**src/humidity_temp_frame_decoder_assert.svh**
```systemverilog
// ----------------------------------------------------------------------------
// humidity_temp_frame_decoder assertion macros
// clocked assertion wrappers for the frame decoder, removable with ASSERT_OFF
// ----------------------------------------------------------------------------
`ifndef HUMIDITY_TEMP_FRAME_DECODER_ASSERT_SVH
`define HUMIDITY_TEMP_FRAME_DECODER_ASSERT_SVH

`ifndef ASSERT_OFF

`define HTFD_ASSERT(lbl, clk, rstn, prop) \
  lbl: assert property (@(posedge clk) disable iff (!rstn) prop) \
    else $error("htfd assertion failed");

`define HTFD_ASSERT_NEVER(lbl, clk, rstn, expr) \
  `HTFD_ASSERT(lbl, clk, rstn, !(expr))

`else

`define HTFD_ASSERT(lbl, clk, rstn, prop)

`define HTFD_ASSERT_NEVER(lbl, clk, rstn, expr)

`endif

`endif

```
**src/htfd_pkg.sv**
```systemverilog
// ----------------------------------------------------------------------------
// htfd_pkg
// shared types and constants of the humidity and temperature frame decoder
// ----------------------------------------------------------------------------
package htfd_pkg;

  localparam logic [7:0] CRC_INIT = 8'hFF;
  localparam logic [7:0] CRC_POLY = 8'h31;

  // byte position inside the six byte response frame
  typedef enum logic [2:0] {
    POS_T_HI  = 3'd0,
    POS_T_LO  = 3'd1,
    POS_T_CRC = 3'd2,
    POS_H_HI  = 3'd3,
    POS_H_LO  = 3'd4,
    POS_H_CRC = 3'd5
  } pos_e;

  // one checked frame handed from front to back
  typedef struct packed {
    logic [15:0] raw_temp;
    logic [15:0] raw_hum;
    logic        temp_bad;
    logic        hum_bad;
  } frame_t;

endpackage

```
**src/htfd_front.sv**
```systemverilog
// ----------------------------------------------------------------------------
// htfd_front
// byte intake: tracks frame position, runs crc-8, assembles raw words
// ----------------------------------------------------------------------------
module htfd_front (
  input  logic                clk_i,
  input  logic                rst_ni,
  input  logic                s_valid_i,
  input  logic [7:0]          s_byte_i,
  input  logic                s_start_i,
  output logic                s_ready_o,
  input  logic                full_i,
  output logic                push_o,
  output htfd_pkg::frame_t    frame_o
);

  htfd_pkg::pos_e pos_q, pos_d, pos_cur;
  logic [7:0]     crc_q, crc_d, crc_cur, crc_next;
  logic [7:0]     high_q, high_d;
  logic [15:0]    raw_temp_q, raw_temp_d;
  logic [15:0]    raw_hum_q, raw_hum_d;
  logic           temp_bad_q, temp_bad_d;
  logic           accept;

  function automatic logic [7:0] crc8_feed(input logic [7:0] crc, input logic [7:0] b);
    logic [7:0] c;
    c = crc ^ b;
    for (int k = 0; k < 8; k++) begin
      if (c[7]) begin
        c = {c[6:0], 1'b0} ^ htfd_pkg::CRC_POLY;
      end else begin
        c = {c[6:0], 1'b0};
      end
    end
    return c;
  endfunction

  assign s_ready_o = !full_i;
  assign accept    = s_valid_i && s_ready_o;

  // frame start and unused codes restart the frame
  always_comb begin
    pos_cur = htfd_pkg::POS_T_HI;
    crc_cur = htfd_pkg::CRC_INIT;
    if (!s_start_i) begin
      case (pos_q)
        htfd_pkg::POS_T_HI, htfd_pkg::POS_T_LO, htfd_pkg::POS_T_CRC,
        htfd_pkg::POS_H_HI, htfd_pkg::POS_H_LO, htfd_pkg::POS_H_CRC: begin
          pos_cur = pos_q;
          crc_cur = crc_q;
        end
        default: begin
          pos_cur = htfd_pkg::POS_T_HI;
          crc_cur = htfd_pkg::CRC_INIT;
        end
      endcase
    end
  end

  assign crc_next = crc8_feed(crc_cur, s_byte_i);

  always_comb begin
    pos_d = pos_q;
    if (accept) begin
      case (pos_cur)
        htfd_pkg::POS_T_HI:  pos_d = htfd_pkg::POS_T_LO;
        htfd_pkg::POS_T_LO:  pos_d = htfd_pkg::POS_T_CRC;
        htfd_pkg::POS_T_CRC: pos_d = htfd_pkg::POS_H_HI;
        htfd_pkg::POS_H_HI:  pos_d = htfd_pkg::POS_H_LO;
        htfd_pkg::POS_H_LO:  pos_d = htfd_pkg::POS_H_CRC;
        default:             pos_d = htfd_pkg::POS_T_HI;
      endcase
    end
  end

  always_comb begin
    crc_d      = crc_q;
    high_d     = high_q;
    raw_temp_d = raw_temp_q;
    raw_hum_d  = raw_hum_q;
    temp_bad_d = temp_bad_q;
    push_o     = 1'b0;
    if (accept) begin
      case (pos_cur)
        htfd_pkg::POS_T_HI, htfd_pkg::POS_H_HI: begin
          high_d = s_byte_i;
          crc_d  = crc_next;
        end
        htfd_pkg::POS_T_LO: begin
          raw_temp_d = {high_q, s_byte_i};
          crc_d      = crc_next;
        end
        htfd_pkg::POS_H_LO: begin
          raw_hum_d = {high_q, s_byte_i};
          crc_d     = crc_next;
        end
        htfd_pkg::POS_T_CRC: begin
          temp_bad_d = (crc_cur != s_byte_i);
          crc_d      = htfd_pkg::CRC_INIT;
        end
        htfd_pkg::POS_H_CRC: begin
          push_o = 1'b1;
          crc_d  = htfd_pkg::CRC_INIT;
        end
        default: begin
          crc_d = crc_q;
        end
      endcase
    end
  end

  assign frame_o.raw_temp = raw_temp_q;
  assign frame_o.raw_hum  = raw_hum_q;
  assign frame_o.temp_bad = temp_bad_q;
  assign frame_o.hum_bad  = (crc_cur != s_byte_i);

  always_ff @(posedge clk_i or negedge rst_ni) begin
    if (!rst_ni) begin
      pos_q <= htfd_pkg::POS_T_HI;
      crc_q <= htfd_pkg::CRC_INIT;
    end else begin
      pos_q <= pos_d;
      crc_q <= crc_d;
    end
  end

  always_ff @(posedge clk_i) begin
    high_q     <= high_d;
    raw_temp_q <= raw_temp_d;
    raw_hum_q  <= raw_hum_d;
    temp_bad_q <= temp_bad_d;
  end

endmodule

```
**src/htfd_queue.sv**
```systemverilog
// ----------------------------------------------------------------------------
// htfd_queue
// small fifo of checked frames between intake and conversion
// ----------------------------------------------------------------------------
module htfd_queue #(
  parameter int Depth = 2
) (
  input  logic             clk_i,
  input  logic             rst_ni,
  input  logic             push_i,
  input  htfd_pkg::frame_t data_i,
  output logic             full_o,
  output logic             valid_o,
  input  logic             pop_i,
  output htfd_pkg::frame_t data_o
);

  localparam int PtrW = $clog2(Depth);
  localparam int CntW = $clog2(Depth + 1);

  htfd_pkg::frame_t    mem_q [Depth];
  logic [PtrW-1:0]     wr_ptr_q, wr_ptr_d, rd_ptr_q, rd_ptr_d;
  logic [CntW-1:0]     cnt_q, cnt_d;
  logic                do_push, do_pop;

  assign full_o  = (cnt_q == CntW'(Depth));
  assign valid_o = (cnt_q != '0);
  assign data_o  = mem_q[rd_ptr_q];
  assign do_push = push_i && !full_o;
  assign do_pop  = pop_i && valid_o;

  always_comb begin
    wr_ptr_d = wr_ptr_q;
    rd_ptr_d = rd_ptr_q;
    cnt_d    = cnt_q;
    if (do_push) begin
      wr_ptr_d = (wr_ptr_q == PtrW'(Depth - 1)) ? '0 : wr_ptr_q + 1'b1;
    end
    if (do_pop) begin
      rd_ptr_d = (rd_ptr_q == PtrW'(Depth - 1)) ? '0 : rd_ptr_q + 1'b1;
    end
    if (do_push && !do_pop) begin
      cnt_d = cnt_q + 1'b1;
    end else if (do_pop && !do_push) begin
      cnt_d = cnt_q - 1'b1;
    end
  end

  always_ff @(posedge clk_i or negedge rst_ni) begin
    if (!rst_ni) begin
      wr_ptr_q <= '0;
      rd_ptr_q <= '0;
      cnt_q    <= '0;
    end else begin
      wr_ptr_q <= wr_ptr_d;
      rd_ptr_q <= rd_ptr_d;
      cnt_q    <= cnt_d;
    end
  end

  always_ff @(posedge clk_i) begin
    if (do_push) begin
      mem_q[wr_ptr_q] <= data_i;
    end
  end

endmodule

```
**src/htfd_back.sv**
```systemverilog
// ----------------------------------------------------------------------------
// htfd_back
// two stage conversion of raw words to centi-units with an output register
// ----------------------------------------------------------------------------
module htfd_back (
  input  logic             clk_i,
  input  logic             rst_ni,
  input  logic             q_valid_i,
  input  htfd_pkg::frame_t q_data_i,
  output logic             q_pop_o,
  output logic             m_valid_o,
  input  logic             m_ready_i,
  output logic [14:0]      m_temp_o,
  output logic [13:0]      m_hum_o,
  output logic             m_temp_bad_o,
  output logic             m_hum_bad_o
);

  localparam logic [14:0] TempScale  = 15'd17500;
  localparam logic [13:0] HumScale   = 14'd10000;
  localparam logic [14:0] TempOffset = 15'd4500;

  logic        en;
  logic        p1_v_q;
  logic [30:0] temp_prod_q;
  logic [29:0] hum_prod_q;
  logic        p1_tbad_q, p1_hbad_q;
  logic [31:0] temp_sum;
  logic [30:0] hum_sum;
  logic [14:0] temp_quot;
  logic [13:0] hum_quot;
  logic        out_v_q;
  logic [14:0] temp_q;
  logic [13:0] hum_q;
  logic        tbad_q, hbad_q;

  assign en      = !out_v_q || m_ready_i;
  assign q_pop_o = q_valid_i && en;

  // x / 65535 as (x + (x >> 16) + 1) >> 16, exact for these ranges
  assign temp_sum  = 32'(temp_prod_q) + 32'(temp_prod_q[30:16]) + 32'd1;
  assign hum_sum   = 31'(hum_prod_q) + 31'(hum_prod_q[29:16]) + 31'd1;
  assign temp_quot = temp_sum[30:16];
  assign hum_quot  = hum_sum[29:16];

  always_ff @(posedge clk_i or negedge rst_ni) begin
    if (!rst_ni) begin
      p1_v_q  <= 1'b0;
      out_v_q <= 1'b0;
    end else if (en) begin
      p1_v_q  <= q_valid_i;
      out_v_q <= p1_v_q;
    end
  end

  always_ff @(posedge clk_i) begin
    if (en) begin
      temp_prod_q <= 31'(q_data_i.raw_temp) * 31'(TempScale);
      hum_prod_q  <= 30'(q_data_i.raw_hum) * 30'(HumScale);
      p1_tbad_q   <= q_data_i.temp_bad;
      p1_hbad_q   <= q_data_i.hum_bad;
      temp_q      <= temp_quot - TempOffset;
      hum_q       <= hum_quot;
      tbad_q      <= p1_tbad_q;
      hbad_q      <= p1_hbad_q;
    end
  end

  assign m_valid_o    = out_v_q;
  assign m_temp_o     = temp_q;
  assign m_hum_o      = hum_q;
  assign m_temp_bad_o = tbad_q;
  assign m_hum_bad_o  = hbad_q;

endmodule

```
**src/humidity_temp_frame_decoder.sv**
```systemverilog
// ----------------------------------------------------------------------------
// humidity_temp_frame_decoder
// crc-8 checked six byte humidity and temperature frame decoder
// ----------------------------------------------------------------------------
// Takes one sensor response byte per clock (temp hi, temp lo, crc, hum hi,
// hum lo, crc; tuser marks a frame start) and gives one word per frame with
// temperature in 0.01 degC, humidity in 0.01 %RH and two crc mismatch flags.
// The intake updates the crc as each byte is accepted, so a byte is taken
// every cycle while the frame queue has room; the result is registered after
// the sixth byte in the queue memory, then in the two conversion stages
// (multiply, then divide-by-65535 add). QueueDepth frames can wait while
// the output is stalled.
`include "humidity_temp_frame_decoder_assert.svh"

module humidity_temp_frame_decoder #(
  parameter int QueueDepth = 2
) (
  input  logic        clk_i,
  input  logic        rst_ni,
  input  logic        s_axis_tvalid,
  output logic        s_axis_tready,
  input  logic [7:0]  s_axis_tdata,   // [7:0] byte_in
  input  logic [0:0]  s_axis_tuser,   // [0] frame_start
  output logic        m_axis_tvalid,
  input  logic        m_axis_tready,
  output logic [31:0] m_axis_tdata,   // [14:0] temperature_centi, [28:15] humidity_centi
  output logic [1:0]  m_axis_tuser    // [0] temp_check_bad, [1] hum_check_bad
);

  htfd_pkg::frame_t push_frame, pop_frame;
  logic             push, full, q_valid, pop;
  logic [14:0]      temp;
  logic [13:0]      hum;
  logic             temp_bad, hum_bad;

  htfd_front u_front (
    .clk_i     (clk_i),
    .rst_ni    (rst_ni),
    .s_valid_i (s_axis_tvalid),
    .s_byte_i  (s_axis_tdata),
    .s_start_i (s_axis_tuser[0]),
    .s_ready_o (s_axis_tready),
    .full_i    (full),
    .push_o    (push),
    .frame_o   (push_frame)
  );

  htfd_queue #(
    .Depth (QueueDepth)
  ) u_queue (
    .clk_i   (clk_i),
    .rst_ni  (rst_ni),
    .push_i  (push),
    .data_i  (push_frame),
    .full_o  (full),
    .valid_o (q_valid),
    .pop_i   (pop),
    .data_o  (pop_frame)
  );

  htfd_back u_back (
    .clk_i        (clk_i),
    .rst_ni       (rst_ni),
    .q_valid_i    (q_valid),
    .q_data_i     (pop_frame),
    .q_pop_o      (pop),
    .m_valid_o    (m_axis_tvalid),
    .m_ready_i    (m_axis_tready),
    .m_temp_o     (temp),
    .m_hum_o      (hum),
    .m_temp_bad_o (temp_bad),
    .m_hum_bad_o  (hum_bad)
  );

  assign m_axis_tdata = {3'b000, hum, temp};
  assign m_axis_tuser = {hum_bad, temp_bad};

  `HTFD_ASSERT_NEVER(a_no_overflow, clk_i, rst_ni, push && full)
  `HTFD_ASSERT(a_temp_range, clk_i, rst_ni, m_axis_tvalid |-> ($signed(temp) >= -15'sd4500 && $signed(temp) <= 15'sd13000))
  `HTFD_ASSERT(a_hum_range, clk_i, rst_ni, m_axis_tvalid |-> (hum <= 14'd10000))

endmodule

```
**config.mk**
```make
export PLATFORM = sky130hd
export DESIGN_NAME = humidity_temp_frame_decoder
export DESIGN_NICKNAME = d
export VERILOG_FILES = /design/src/htfd_pkg.sv /design/src/htfd_front.sv /design/src/htfd_queue.sv /design/src/htfd_back.sv /design/src/humidity_temp_frame_decoder.sv
export VERILOG_INCLUDE_DIRS = /design/src /design/src/src
export SDC_FILE = /design/constraint.sdc
export NUM_CORES = 1
export LEC_CHECK = 0
export ABC_AREA = 0
export BUFFER_PORTS_ARGS = -buffer_cell sky130_fd_sc_hd__buf_2
export CAP_MARGIN = 20
export CORE_ASPECT_RATIO = 1.1
export CORE_UTILIZATION = 58
export DETAILED_ROUTE_END_ITERATION = 12
export PLACE_DENSITY = 0.87
export SYNTH_ARGS = -nofsm -noshare
export SYNTH_HDL_FRONTEND = slang
export SYNTH_HIERARCHICAL = 1
export SYNTH_SLANG_ARGS = --single-unit
```
**constraint.sdc**
```tcl
create_clock -name clk_i -period 6.5 [get_ports clk_i]
set_clock_uncertainty 0.15 [all_clocks]
set_input_delay 0.975 -clock clk_i [delete_from_list [all_inputs] [get_ports clk_i]]
set_output_delay 0.975 -clock clk_i [all_outputs]
set_load 0.1 [all_outputs]
```
==> flow_results.org, run 1 <==
** STA
- Crit share post-route :: 89.43%
- Final setup vio count :: 0
- The number of hold violations in the final report came to 0.
- Slew @ Worst Pin :: 1003 ps
- Setup repair after global routing left no endpoint under its margin.
- Worst slew margin :: 32.99%
- Slew Limit Fails :: 0
- Setup total negative slack on the finished layout was measured at 0 ps.
- Derived from the worst setup path, the maximum achievable clock frequency is 0.1720 GHz.
- The clock period could shrink to 5813 ps.

** GRT
- For this run, the total global-route usage over all layers was measured as 21.48%.
- The number of antenna violations at the first check in global routing was 0.
- The first global-routing pass estimated 44.17 mm of wire.
- Entering global routing, the biggest net connects 66 pins.
- Vias in the first global route :: 9134
- After global routing the overflow that remains totals 0.

** Final layout
- Final design area excluding fillers :: 0.01601 sq mm
- Final net count :: 1539
- Post-synthesis to final-layout area growth :: 8.607%
- Of the cells placed in the final design, the portion with a size suffix greater than 1 is 12.14%.
- The count of cells in the finished layout, fillers not included, comes to 1579.
- The number of antenna diodes in the final layout is 0.

** Floorplanning
- The floorplan step defined a core boundary enclosing 0.02470 sq mm.
- Site Rows :: 60
- The initial utilization of the core area, before any placement, comes to 59.69%.
- Number of placed I/O pins :: 49
- Die ar. :: 0.02606 sq mm
- From left edge to right edge, the die measures 154.0 um.
- Die outline height :: 169.2 um

** Route
- After the first detailed-routing iteration, the DRC count stood at 448.
- After detailed routing, the number of remaining DRC violations is 0.
- DR vias/cell :: 5.628
- Antenna viol nets, final :: 0
- Summed over all layers, the routed wires come to 26.75 mm.
- For this run, the detailed router's first-pass iteration total came to 6.
- Via count :: 8886
- Dividing the detail-routed wire length by the instance count gives 16.94 um.

** Critical path
- Category of the critical setup timing path :: flop to flop
- Sort of element at the start of the critical path :: flop
- Largest fanout of any net on the critical path :: 12
- Data on the critical path arrives at its endpoint at 5920 ps.
- Data on the critical path is required at its endpoint by 6610 ps.
- Type of element capturing the critical path :: flop

** Synthesis
- The most used flip-flop cell after synthesis is sky130_fd_sc_hd__edfxtp_1.
- Summing the areas of all fa, ha and maj instances in the mapped netlist gives 27.31% of the synthesized area.
- Yosys printed 6 warnings.
- Simple-Gate Fraction of Synth Area :: 6.111%
- Summing the areas of all xor and xnor instances in the mapped netlist gives 6.281% of the synthesized area.
- Post-Syn Area :: 0.01474 sq mm
- Flops & latches, synth :: 214
- Combinational family with the most area after synthesis :: adder cells
- Summing the areas of all compound-gate instances in the mapped netlist gives 7.656% of the synthesized area.
- The netlist uses 67 different library cells.
- Asr flop ratio synth :: 7.944%
- Syn avg cell area :: 12.34 sq um
- Number of cells produced by synthesis :: 1195
- In the synthesized netlist, mux cells make up 3.412% of the area.
- Number of flops mapped to enable cells by yosys :: 197
- Proportion of synthesized chip area in sequential cells :: 43.08%

** Hold path
- Min-Delay Path Class :: input port to async pin

** Clock network
- Count of hold buffers inserted by post-cts repair :: 0
- Number of buffers added by the clock tree synthesis step :: 22
- Setup Buffers After CTS :: 0
- # clock sinks :: 214
- CTS clock-pin slew for the worst setup and hold paths :: 60 ps
- Deepest clock path buffer count :: 3
- After clock tree synthesis, the repair step resized 0 gates.
- Clock network latency to the later pin of the worst-skew pair :: 520 ps
- CTS built an H-tree with a depth of 1.
- Master cell of the clock root buffer :: sky130_fd_sc_hd__clkbuf_16
- CTS tree :: built

** Placed design
- Input and output buffers added on the ports amount to 45.
- The wire-length estimate of the detail-placed layout is 20.57 mm.
- Summing all placed instances gives a cell area of 0.01528 sq mm.
- Placed insts :: 1539
- Global placement routability congestion :: 0.9123

** Job
- Maximum capacitance violations :: 0

** Outcome
- Run status :: finished clean
kinds of logic after synthesis:
kind of cell | count (synthesis)
DFF | 214
and+or+nand+nor | 188
xor gates and xnor gates | 100
other | 1
adders and majority gates | 274
muxes | 35
buffers and inverters | 217
AOI/OAI and AO/OA | 166
worst max-delay path, stage by stage (launching register included):
cell and delay [ps]:
sky130_fd_sc_hd__dfrtp_2 590, sky130_fd_sc_hd__buf_4 300, sky130_fd_sc_hd__mux2_2 400, sky130_fd_sc_hd__inv_1 180, sky130_fd_sc_hd__fa_1 440, sky130_fd_sc_hd__inv_1 70, sky130_fd_sc_hd__ha_1 240, sky130_fd_sc_hd__fa_1 480
sky130_fd_sc_hd__ha_1 330, sky130_fd_sc_hd__fa_1 470, sky130_fd_sc_hd__ha_1 380, sky130_fd_sc_hd__and3_1 230, sky130_fd_sc_hd__and3_1 170, sky130_fd_sc_hd__a21oi_1 80, sky130_fd_sc_hd__a211oi_1 470, sky130_fd_sc_hd__a2111oi_0 210
sky130_fd_sc_hd__o21bai_1 180, sky130_fd_sc_hd__a21oi_1 90, sky130_fd_sc_hd__xnor2_1 120
per-layer routing:
metal | global-route usage [%] | share of wire, %
met2 | 39.25 | 51
met1 | 26.15 | 42
met4 | 7.870 | 2.9
met3 | 2.528 | 3.9
met5 | 0 | 0
sequential cells by signal (all words and copies together), names as in the netlist, 3 cells and up:
| register | count |
|---|---|
| u_back/m_hum_o | 14 |
| u_front/raw_temp_q | 16 |
| u_front/crc_q | 8 |
| u_back/temp_prod_q | 29 |
| u_queue/mem_q | 68 |
| u_back/hum_prod_q | 26 |
| u_front/pos_q | 3 |
| u_back/m_temp_o | 15 |
| u_front/raw_hum_q | 16 |
| u_front/high_q | 8 |
stage by stage:
stage	hold WS [ps]	setup WS, ps	utilization [%]
5_1_grt	245.5	333.0	64.82
3_5_place_dp	255.1	723.3	61.86
4_1_cts	230.4	677.9	64.82
2_1_floorplan	250.3	1244	-
6_report	235.0	687.0	64.82
3_3_place_gp	267.8	836.8	61.86
layout by cell type (no fill, tap or decap), types with 10 or more instances in the layout:
master,instances
sky130_fd_sc_hd__a211oi_1,10
sky130_fd_sc_hd__a21o_1,17
sky130_fd_sc_hd__a21oi_1,57
sky130_fd_sc_hd__buf_2,45
sky130_fd_sc_hd__clkbuf_16,22
sky130_fd_sc_hd__edfxtp_1,197
sky130_fd_sc_hd__fa_1,80
sky130_fd_sc_hd__ha_1,193
sky130_fd_sc_hd__inv_1,196
sky130_fd_sc_hd__mux2_4,29
sky130_fd_sc_hd__nand2_1,41
sky130_fd_sc_hd__nand3_1,25
sky130_fd_sc_hd__nor2_1,50
sky130_fd_sc_hd__nor3_1,19
sky130_fd_sc_hd__o21ai_0,25
sky130_fd_sc_hd__o21bai_1,11
sky130_fd_sc_hd__xnor2_1,69
sky130_fd_sc_hd__xor2_1,27
layout make-up:
| class | instances | area [sq um] |
|---|---|---|
| Fill cell | 1721 | 8688 |
| Inverter | 196 | 735.7 |
| Multi-Input combinational cell | 766 | 7517 |
| Sequential cell | 214 | 6352 |
| Clock inverter | 15 | 170.2 |
| Tap cell | 310 | 387.9 |
| Timing Repair Buffer | 53 | 285.3 |
| Clock buffer | 25 | 561.8 |
cell usage after synthesis (3+ instances only):
cell type	number	area, sq um
sky130_fd_sc_hd__edfxtp_1	197	5916
sky130_fd_sc_hd__inv_1	196	735.7
sky130_fd_sc_hd__ha_1	193	2415
sky130_fd_sc_hd__fa_1	80	1602
sky130_fd_sc_hd__xnor2_1	69	604.3
sky130_fd_sc_hd__a21oi_1	57	285.3
sky130_fd_sc_hd__nor2_1	51	191.4
sky130_fd_sc_hd__nand2_1	41	153.9
sky130_fd_sc_hd__mux2_4	29	435.4
sky130_fd_sc_hd__xor2_1	27	236.5
sky130_fd_sc_hd__nand3_1	25	125.1
sky130_fd_sc_hd__o21ai_0	25	125.1
sky130_fd_sc_hd__nor3_1	20	100.1
sky130_fd_sc_hd__a21o_1	17	127.6
sky130_fd_sc_hd__o21bai_1	11	82.58
sky130_fd_sc_hd__a211oi_1	10	75.07
sky130_fd_sc_hd__dfrtp_1	9	225.2
sky130_fd_sc_hd__and3_1	8	50.05
sky130_fd_sc_hd__clkbuf_1	8	30.03
sky130_fd_sc_hd__dfstp_2	8	210.2
sky130_fd_sc_hd__nand4_1	8	50.05
sky130_fd_sc_hd__buf_4	6	45.04
sky130_fd_sc_hd__mux2_2	6	67.56
sky130_fd_sc_hd__nor2b_1	6	37.54
sky130_fd_sc_hd__o21a_1	6	45.04
sky130_fd_sc_hd__nand2b_1	5	31.28
sky130_fd_sc_hd__a31oi_1	4	25.02
sky130_fd_sc_hd__and2_1	4	25.02
sky130_fd_sc_hd__nor4_1	4	25.02
sky130_fd_sc_hd__o2111ai_1	4	35.03
sky130_fd_sc_hd__o211ai_1	4	30.03
sky130_fd_sc_hd__or2_2	4	25.02
sky130_fd_sc_hd__a211oi_2	3	37.54
sky130_fd_sc_hd__and4_1	3	26.28
sky130_fd_sc_hd__buf_12	3	60.06
sky130_fd_sc_hd__or3_1	3	18.77
final timing paths:
kind	start	cells past startpoint	slack (ps)	end
worst max-delay path	u_queue/rd_ptr_q	18	690	u_back/hum_prod_q[29]
worst min-delay path	rst_ni	1	230	u_queue/wr_ptr_q
worst max register to register	u_queue/rd_ptr_q	18	690	u_back/hum_prod_q[29]
worst min register to register	u_back/p1_hbad_q	0	280	u_back/m_hum_bad_o
max in group asynchronous	rst_ni	1	5620	u_front/crc_q[1]
min in group clk_i	u_back/p1_hbad_q	0	280	u_back/m_hum_bad_o
Power of run 1 is not shown: default switching activity piles up to over one toggle a cycle in this logic, so the estimate is an artifact.
==> run 2, diff against run 1 <==
--- a/config.mk
+++ b/config.mk
@@ -10,9 +10,9 @@
 export BUFFER_PORTS_ARGS = -buffer_cell sky130_fd_sc_hd__buf_2
 export CAP_MARGIN = 20
 export CORE_ASPECT_RATIO = 1.1
-export CORE_UTILIZATION = 58
+export CORE_UTILIZATION = 45
 export DETAILED_ROUTE_END_ITERATION = 12
-export PLACE_DENSITY = 0.87
+export PLACE_DENSITY = 0.73
 export SYNTH_ARGS = -nofsm -noshare
 export SYNTH_HDL_FRONTEND = slang
 export SYNTH_HIERARCHICAL = 1
==> run 2 against run 1 <==
Against the previous run:
- non-clock buffer count fell by 2
- worst setup slack improved by 14 ps
- register-to-register slack barely moved
- critical path depth rose by 2
- global-route usage fell by 5.8 points
- fmax rose by 0.24%
- first-iteration DRC count fell by 28%
- routed wire length fell by 5.0%
- final cell count rose by 7.3%
- utilization fell by 14 points
==> flow_results.org, run 2 (synthesis results as in run 1) <==
** Final layout
- The diode insertion count for antenna repair came to 0 (unchanged).
- Final net count :: 1538 (-0.065%)
- In the final layout, the registers with the most flip-flops are u_queue/mem_q: 68 flops, u_back/temp_prod_q: 29 flops, u_back/hum_prod_q: 26 flops.
- Final design area excluding fillers :: 0.01627 sq mm (+1.6%)
- The library cells used most frequently in the layout, excluding fill and tap cells, are 197 x sky130_fd_sc_hd__edfxtp_1, 196 x sky130_fd_sc_hd__inv_1, 193 x sky130_fd_sc_hd__ha_1.
- The area used by sequential logic in the layout came to 0.006352 sq mm (unchanged).
- Area of the multi-input gates :: 0.007517 sq mm (unchanged)
- Fraction of layout instances using a drive strength above 1 :: 12.53% (+0.39 points)
- Leading cell type in the layout, fill and taps excluded :: sky130_fd_sc_hd__edfxtp_1
- Layout Cells excl Fill :: 1695 (+7.3%)
- Number of inserted filler cells in the final layout :: 2793 (+62%)
- Flip-flop count of the largest register after layout :: 68 (unchanged)
- Register with the most flip-flops :: u_queue/mem_q
- Relative to the synthesized area, the layout overhead comes to 10.34%.

** STA
- The fraction of the cycle the final worst path needs was 89.22% (-0.21 points).
- Final setup vio count :: 0 (unchanged)
- The number of hold violations in the final report came to 0 (unchanged).
- Setup repair after global routing left no endpoint under its margin.
- Post-layout min period :: 5799 ps (-13.81 ps)
- Final TNS setup :: 0 ps (unchanged)
- Worst slew margin :: 32.84% (-0.14 points)
- Slew @ Worst Pin :: 1005 ps (+2.131 ps)
- Slew Limit Fails :: 0 (unchanged)
- The maximum frequency from static timing analysis is 0.1724 GHz (+0.24%).
- The hold slack was 235.5 ps (+0.5210 ps).

** Critical path
- Total buffers and inverters traversed by the critical path :: 5 (+2)
- Number of cells traversed by the worst register-to-register path :: 20 (+2)
- Beginning of the worst register-to-register path :: u_queue/rd_ptr_q
- STA classifies the critical path startpoint as a flop.
- Critical path's top delay family :: adder cells
- Category of the critical setup timing path :: flop to flop
- For this design, the slowest cell found on the critical path is sky130_fd_sc_hd__dfrtp_2.
- The critical path goes through buf_12 > mux2_4 > ha_1 > inv_1 > fa_1 > inv_1 > ha_1 > fa_1 > inv_1 > fa_1 > inv_1 > ha_1 > a21oi_1 > o21ai_0 > a22oi_1 > o211a_1 > nor2b_1 > o21ai_0 > o41ai_1 > o21ai_0.
- The delay of the slowest cell on the worst path was 590 ps (about the same).
- The setup slack on the worst flop-to-flop path is 700 ps (about the same).
- The endpoint identified for the worst register-to-register timing path is u_back/temp_prod_q[30].
- The biggest fanout along the worst timing path is 24 (+12).
- Among the stages of the critical path, the cell type that occurs most often is sky130_fd_sc_hd__inv_1.
- Type of element capturing the critical path :: flop
- The data required time of the critical path was 6610 ps (about the same).
- The data arrival time at the worst-slack endpoint was 5910 ps (about the same).

** Clock network
- The clock latency on the worst-skew pair came to 530 ps (about the same).
- Gates resized, CTS repair :: 0 (unchanged)
- The number of sinks handled by clock tree synthesis is 214 (unchanged).
- Count of hold buffers inserted by post-cts repair :: 0 (unchanged)
- The clock buffer count from CTS was 23 (+4.5%).
- The clock tree buffer depth was 3 (unchanged).
- TritonCTS built the clock tree.
- Clock tree synthesis selected as its root buffer the cell sky130_fd_sc_hd__clkbuf_16.
- The total setup buffers inserted after CTS was 0 (unchanged).
- CTS H-tree lvls :: 1 (unchanged)
- The clock-pin slew on the worst setup and hold paths was 70 ps (about the same).

** GRT
- The met2 demand-to-capacity share in global routing was 27.78% (-11 points).
- Residual overflow from global routing :: 0 (unchanged)
- Vias in the first global route :: 8726 (-4.5%)
- Routing layer with the top usage in global route :: met2
- Largest net degree at the start of global routing :: 60 (-9.1%)
- Fraction of met3 tracks used by global routing :: 2.118% (-0.41 points)
- GR Util All Layers :: 15.69% (-5.8 points)
- Number of antenna violations at the first check in global routing :: 0 (unchanged)
- First-pass GRT wire length :: 42.31 mm (-4.2%)
- The met1 routing resource usage after global routing is 19.90% (-6.2 points).

** Route
- The remaining design rule violation count came to 0 (unchanged).
- Average routed wire per standard cell :: 14.99 um (-12%)
- First-pass detailed-route iteration total :: 5 (-1)
- Antenna viol nets, final :: 0 (unchanged)
- The total number of vias is 8577 (-3.5%).
- DR vias/cell :: 5.060 (-10%)
- The routed wire length is 25.41 mm (-5.0%).
- The count of routing violations after the opening detailed-route iteration came to 324 (-28%).

** Placed design
- Global placement routability congestion :: 0.9092 (-0.34%)
- The standard cell area after detailed placement is 0.01542 sq mm (+0.93%).
- Port bufs :: 45 (unchanged)
- Placed insts :: 1653 (+7.4%)
- Post-DP HPWL :: 19.84 mm (-3.6%)

** Floorplanning
- The floorplan row count came to 69 (+15%).
- The die footprint was 0.03349 sq mm (+29%).
- Core region area :: 0.03229 sq mm (+31%)
- Initial core utilization :: 45.66% (-14 points)
- The vertical die dimension is 191.8 um (+13%).
- The I/O pin count is 49 (unchanged).
- The width of the die came to 174.6 um (+13%).

** Job
- Maximum capacitance violations :: 0 (unchanged)

** Outcome
- Run status :: finished clean

** Hold path
- Min-Delay Path Class :: input port to async pin
[run 2: cell count changes in the layout (fill, tap and decap cells not counted), sizes merged]
cell	delta
buf	-2
bufinv	+2
clkbuf	+1
clkinv	-4
clkinvlp	-1
inv	+4
[run 2: how the worst max path moves through the flow]
| stage | start | end | cells after the start |
|---|---|---|---|
| after floorplan | u_queue/rd_ptr_q | u_back/temp_prod_q[30] | 21 |
| after global placement | u_queue/rd_ptr_q | u_back/temp_prod_q[30] | 20 |
| after detailed placement | u_queue/rd_ptr_q | u_back/temp_prod_q[30] | 20 |
| after CTS | u_queue/rd_ptr_q | u_back/temp_prod_q[30] | 20 |
| after global routing | u_queue/rd_ptr_q | u_back/temp_prod_q[30] | 20 |
| final | u_queue/rd_ptr_q | u_back/temp_prod_q[30] | 20 |
[run 2: layer usage]
metal  wire length (um)  part of all wire [%]
met3                879                   3.5
met4                606                   2.4
met5                  0                     0
met1              11380                    45
met2              12540                    49
[run 2: cell type report]
type,instances,area share [%]
repair buffers,51,1.738
multi-input cells,766,46.22
clock buffers,26,3.731
flip-flops and latches,214,39.05
inverters,196,4.523
clock inverters,16,1.462
well taps,426,3.277
[run 2: worst register-to-register path: stages, from the launching register on]
cell and delay, ps:
sky130_fd_sc_hd__dfrtp_2 590, sky130_fd_sc_hd__buf_12 260, sky130_fd_sc_hd__mux2_4 390, sky130_fd_sc_hd__ha_1 300
sky130_fd_sc_hd__inv_1 50, sky130_fd_sc_hd__fa_1 490, sky130_fd_sc_hd__inv_1 40, sky130_fd_sc_hd__ha_1 300
sky130_fd_sc_hd__fa_1 480, sky130_fd_sc_hd__inv_1 50, sky130_fd_sc_hd__fa_1 530, sky130_fd_sc_hd__inv_1 40
sky130_fd_sc_hd__ha_1 350, sky130_fd_sc_hd__a21oi_1 140, sky130_fd_sc_hd__o21ai_0 110, sky130_fd_sc_hd__a22oi_1 200
sky130_fd_sc_hd__o211a_1 190, sky130_fd_sc_hd__nor2b_1 170, sky130_fd_sc_hd__o21ai_0 140, sky130_fd_sc_hd__o41ai_1 400
sky130_fd_sc_hd__o21ai_0 160
[run 2: stage by stage]
step / util (%) / setup WS (ps)
floorplan: - / 1244
global route: 50.38 / 221.5
finish: 50.38 / 700.8
CTS: 50.38 / 659.3
detailed placement: 47.76 / 676.3
global placement: 47.76 / 761.8
Power of run 2 is left out for the same reason.
==> run 3, diff against run 2 <==
--- a/config.mk
+++ b/config.mk
@@ -11,7 +11,9 @@
 export CAP_MARGIN = 20
 export CORE_ASPECT_RATIO = 1.1
 export CORE_UTILIZATION = 45
+export CTS_CLUSTER_DIAMETER = 150
 export DETAILED_ROUTE_END_ITERATION = 12
+export GPL_TIMING_DRIVEN = 0
 export PLACE_DENSITY = 0.73
 export SYNTH_ARGS = -nofsm -noshare
 export SYNTH_HDL_FRONTEND = slang
==> constraint.sdc (replaced) <==
create_clock -name clk_i -period 6.5 [get_ports clk_i]
set_clock_uncertainty 0.15 [all_clocks]
set_input_delay 0.325 -clock clk_i [delete_from_list [all_inputs] [get_ports clk_i]]
set_output_delay 0.325 -clock clk_i [all_outputs]
set_load 0.1 [all_outputs]
==> run 3 against run 2 <==
Against the previous run:
- register-to-register slack barely moved
- sequential share of layout area shrank 0.55 points
- global-route usage fell by 0.11 points
- non-clock buffer count is 29 higher
- count of clock-buffer cells in the layout increased by 6
- largest cell class unchanged
- via count is 1.1% higher
- routed wire length fell by 1.1%
==> flow_results.org, run 3 (synthesis results as in run 1) <==
** Clock network
- The clock tree buffer depth is 3 (unchanged).
- Number of buffers added by the clock tree synthesis step :: 24 (+4.3%)
- The total setup buffers inserted after CTS is 0 (unchanged).
- The clock latency on the worst-skew pair is 530 ps (about the same).
- The number of sinks handled by clock tree synthesis came to 214 (unchanged).
- CTS clock-pin slew for the worst setup and hold paths :: 60 ps (about the same)
- The root buffer cell chosen for the clock tree is sky130_fd_sc_hd__clkbuf_16.
- CTS tree :: built
- The maximum level of the CTS H-tree came to 1 (unchanged).

** Final layout
- Top flop regs :: u_queue/mem_q: 68 flops, u_back/temp_prod_q: 29 flops, u_back/hum_prod_q: 26 flops
- Fraction of layout instances using a drive strength above 1 :: 12.77% (+0.24 points)
- Flip-flop count of the largest register after layout :: 68 (unchanged)
- Register with the most flip-flops :: u_queue/mem_q
- The library cell used most frequently in the layout, excluding fill and tap cells, is sky130_fd_sc_hd__edfxtp_1.
- Number of antenna repair diodes :: 0 (unchanged)
- The library cells used most frequently in the layout, excluding fill and tap cells, are 197 x sky130_fd_sc_hd__edfxtp_1, 196 x sky130_fd_sc_hd__inv_1, 193 x sky130_fd_sc_hd__ha_1.
- Relative to the synthesized area, the layout overhead comes to 11.89%.
- Final net count :: 1568 (+2.0%)
- Final design area excluding fillers :: 0.01649 sq mm (+1.4%)

** Hold path
- Min-Delay Path Class :: input port to flop

** Route
- The number of iterations in the first detailed-routing pass was 6 (+1).
- DR vias/cell :: 5.022 (-0.75%)
- Average routed wire per standard cell :: 14.57 um (-2.8%)
- Antenna viol nets, final :: 0 (unchanged)
- DRC violation count after routing :: 0 (unchanged)
- The routed wire length was 25.14 mm (-1.1%).
- Starting DRT DRC Count :: 370 (+14%)
- The total number of vias came to 8668 (+1.1%).

** STA
- The number of hold violations in the final report came to 0 (unchanged).
- The actual slew at the worst max-slew pin is 835.8 ps (-169.4 ps).
- The minimum clock period after layout was 5794 ps (-5.055 ps).
- The aggregate negative setup slack was 0 ps (unchanged).
- The post-route worst setup slack is 705.8 ps (+5.055 ps).
- The fraction of the cycle the final worst path needs is 89.14% (about the same).
- Final setup vio count :: 0 (unchanged)
- Worst slew margin :: 44.28% (+11 points)
- The number of max-slew violations in the final report was 0 (unchanged).
- Max Freq :: 0.1726 GHz (about the same)
- Setup repair after global routing left no endpoint under its margin.

** Floorplanning
- Site Rows :: 69 (unchanged)
- The area of the core is 0.03229 sq mm (unchanged).
- The width of the die is 174.6 um (unchanged).
- The I/O pin count is 49 (unchanged).
- Initial core utilization :: 45.66% (unchanged)
- Die outline height :: 191.8 um (unchanged)
- The die footprint came to 0.03349 sq mm (unchanged).

** Placed design
- The setup slack at placement is 649.4 ps (-26.87 ps).
- Port bufs :: 45 (unchanged)
- Global placement routability congestion :: 0.8634 (-5.0%)
- Area after DPL :: 0.01561 sq mm (+1.2%)
- The placed wire-length estimate after detailed placement was 19.70 mm (-0.72%).

** Critical path
- STA classifies the critical path startpoint as a flop.
- The data arrival time at the worst-slack endpoint was 5920 ps (about the same).
- Largest fanout of any net on the critical path :: 10 (-58%)
- The data required time of the critical path was 6630 ps (+20 ps).
- Type of element capturing the critical path :: flop
- The critical path in this run is classified as flop to flop.

** GRT
- The pin count of the biggest net entering global routing is 75 (+25%).
- The number of antenna violations at the first check in global routing is 0 (unchanged).
- First-pass GRT wire length :: 41.99 mm (-0.75%)
- Residual overflow from global routing :: 0 (unchanged)
- The overall routing resource usage came to 15.58% (-0.11 points).
- The via count of the first global-routing pass was 8778 (+0.60%).

** Outcome
- The flow ran to the end, and the final reports show no timing, DRC or antenna violations.

** Job
- The max-capacitance violation count was 0 (unchanged).
==> run 3: cell count changes in the layout (fill, tap and decap cells not counted), moves of 3 or more <==
| cell | before | now |
|---|---|---|
| sky130_fd_sc_hd__buf_6 | 0 | 3 |
| sky130_fd_sc_hd__dlygate4sd3_1 | 0 | 9 |
| sky130_fd_sc_hd__buf_4 | 5 | 8 |
| sky130_fd_sc_hd__bufinv_16 | 5 | 2 |
| sky130_fd_sc_hd__clkbuf_1 | 1 | 13 |
| sky130_fd_sc_hd__buf_12 | 1 | 4 |
==> run 3: final timing paths <==
kind	from	endpoint	slack (ps)	cells past startpoint
worst max-delay path	u_queue/rd_ptr_q	u_back/hum_prod_q[29]	710	19
worst min-delay path	s_axis_tvalid	u_front/crc_q[7]	80	4
worst max register to register	u_queue/rd_ptr_q	u_back/hum_prod_q[29]	710	19
worst min register to register	u_back/p1_hbad_q	u_back/m_hum_bad_o	270	0
max in group asynchronous	rst_ni	u_front/crc_q[1]	5740	2
min in group asynchronous	rst_ni	u_front/pos_q[2]	110	2
==> run 3: what timing repair did <==
item	4_1_cts	5_1_grt
endpoints found under the hold margin	40	0
gates resized for setup	0	0
hold buffers	9	0
==> run 3: final cells by class <==
cell class              instances  area (sq um)
well taps                     426         533.0
fillers                      2761         15790
plain buffers                  21         166.4
flip-flops and latches        214          6351
inverters                     196         735.7
multi-input cells             766          7523
repair buffers                 59         389.1
clock buffers                  32         660.6
clock inverters                12         135.1
==> run 3: routing by layer <==
metal	vias to the layer above	track usage, %	share of wire, %
met4	0	4.716	2.4
met3	41	1.940	3.8
li1	4326	-	-
met2	155	28.58	50
met1	4146	19.09	44
met5	-	0	0
==> run 3: critical path: stages, from the launching register on <==
cell                        delay (ps)
sky130_fd_sc_hd__dfrtp_1           340
sky130_fd_sc_hd__buf_6             180
sky130_fd_sc_hd__buf_12            160
sky130_fd_sc_hd__mux2_4            320
sky130_fd_sc_hd__inv_1             230
sky130_fd_sc_hd__fa_1              470
sky130_fd_sc_hd__inv_1              70
sky130_fd_sc_hd__ha_1              230
sky130_fd_sc_hd__fa_1              490
sky130_fd_sc_hd__ha_1              320
sky130_fd_sc_hd__fa_1              490
sky130_fd_sc_hd__ha_1              380
sky130_fd_sc_hd__and3_1            220
sky130_fd_sc_hd__and3_1            180
sky130_fd_sc_hd__a21oi_1           230
sky130_fd_sc_hd__a211oi_1          200
sky130_fd_sc_hd__a2111oi_0         450
sky130_fd_sc_hd__o21bai_1          130
sky130_fd_sc_hd__a21oi_1           210
sky130_fd_sc_hd__xnor2_1            90
==> run 3: metrics by stage <==
stage          std cells  utilization [%]  hold slack, ps
2_1_floorplan       1197                -          -120.6
3_3_place_gp        1668            48.03           127.9
3_5_place_dp        1673            48.34           130.5
4_1_cts             1726            51.09           37.62
5_1_grt             1726            51.09           105.9
6_report            1726            51.09           78.70
Power of run 3 is left out for the same reason.
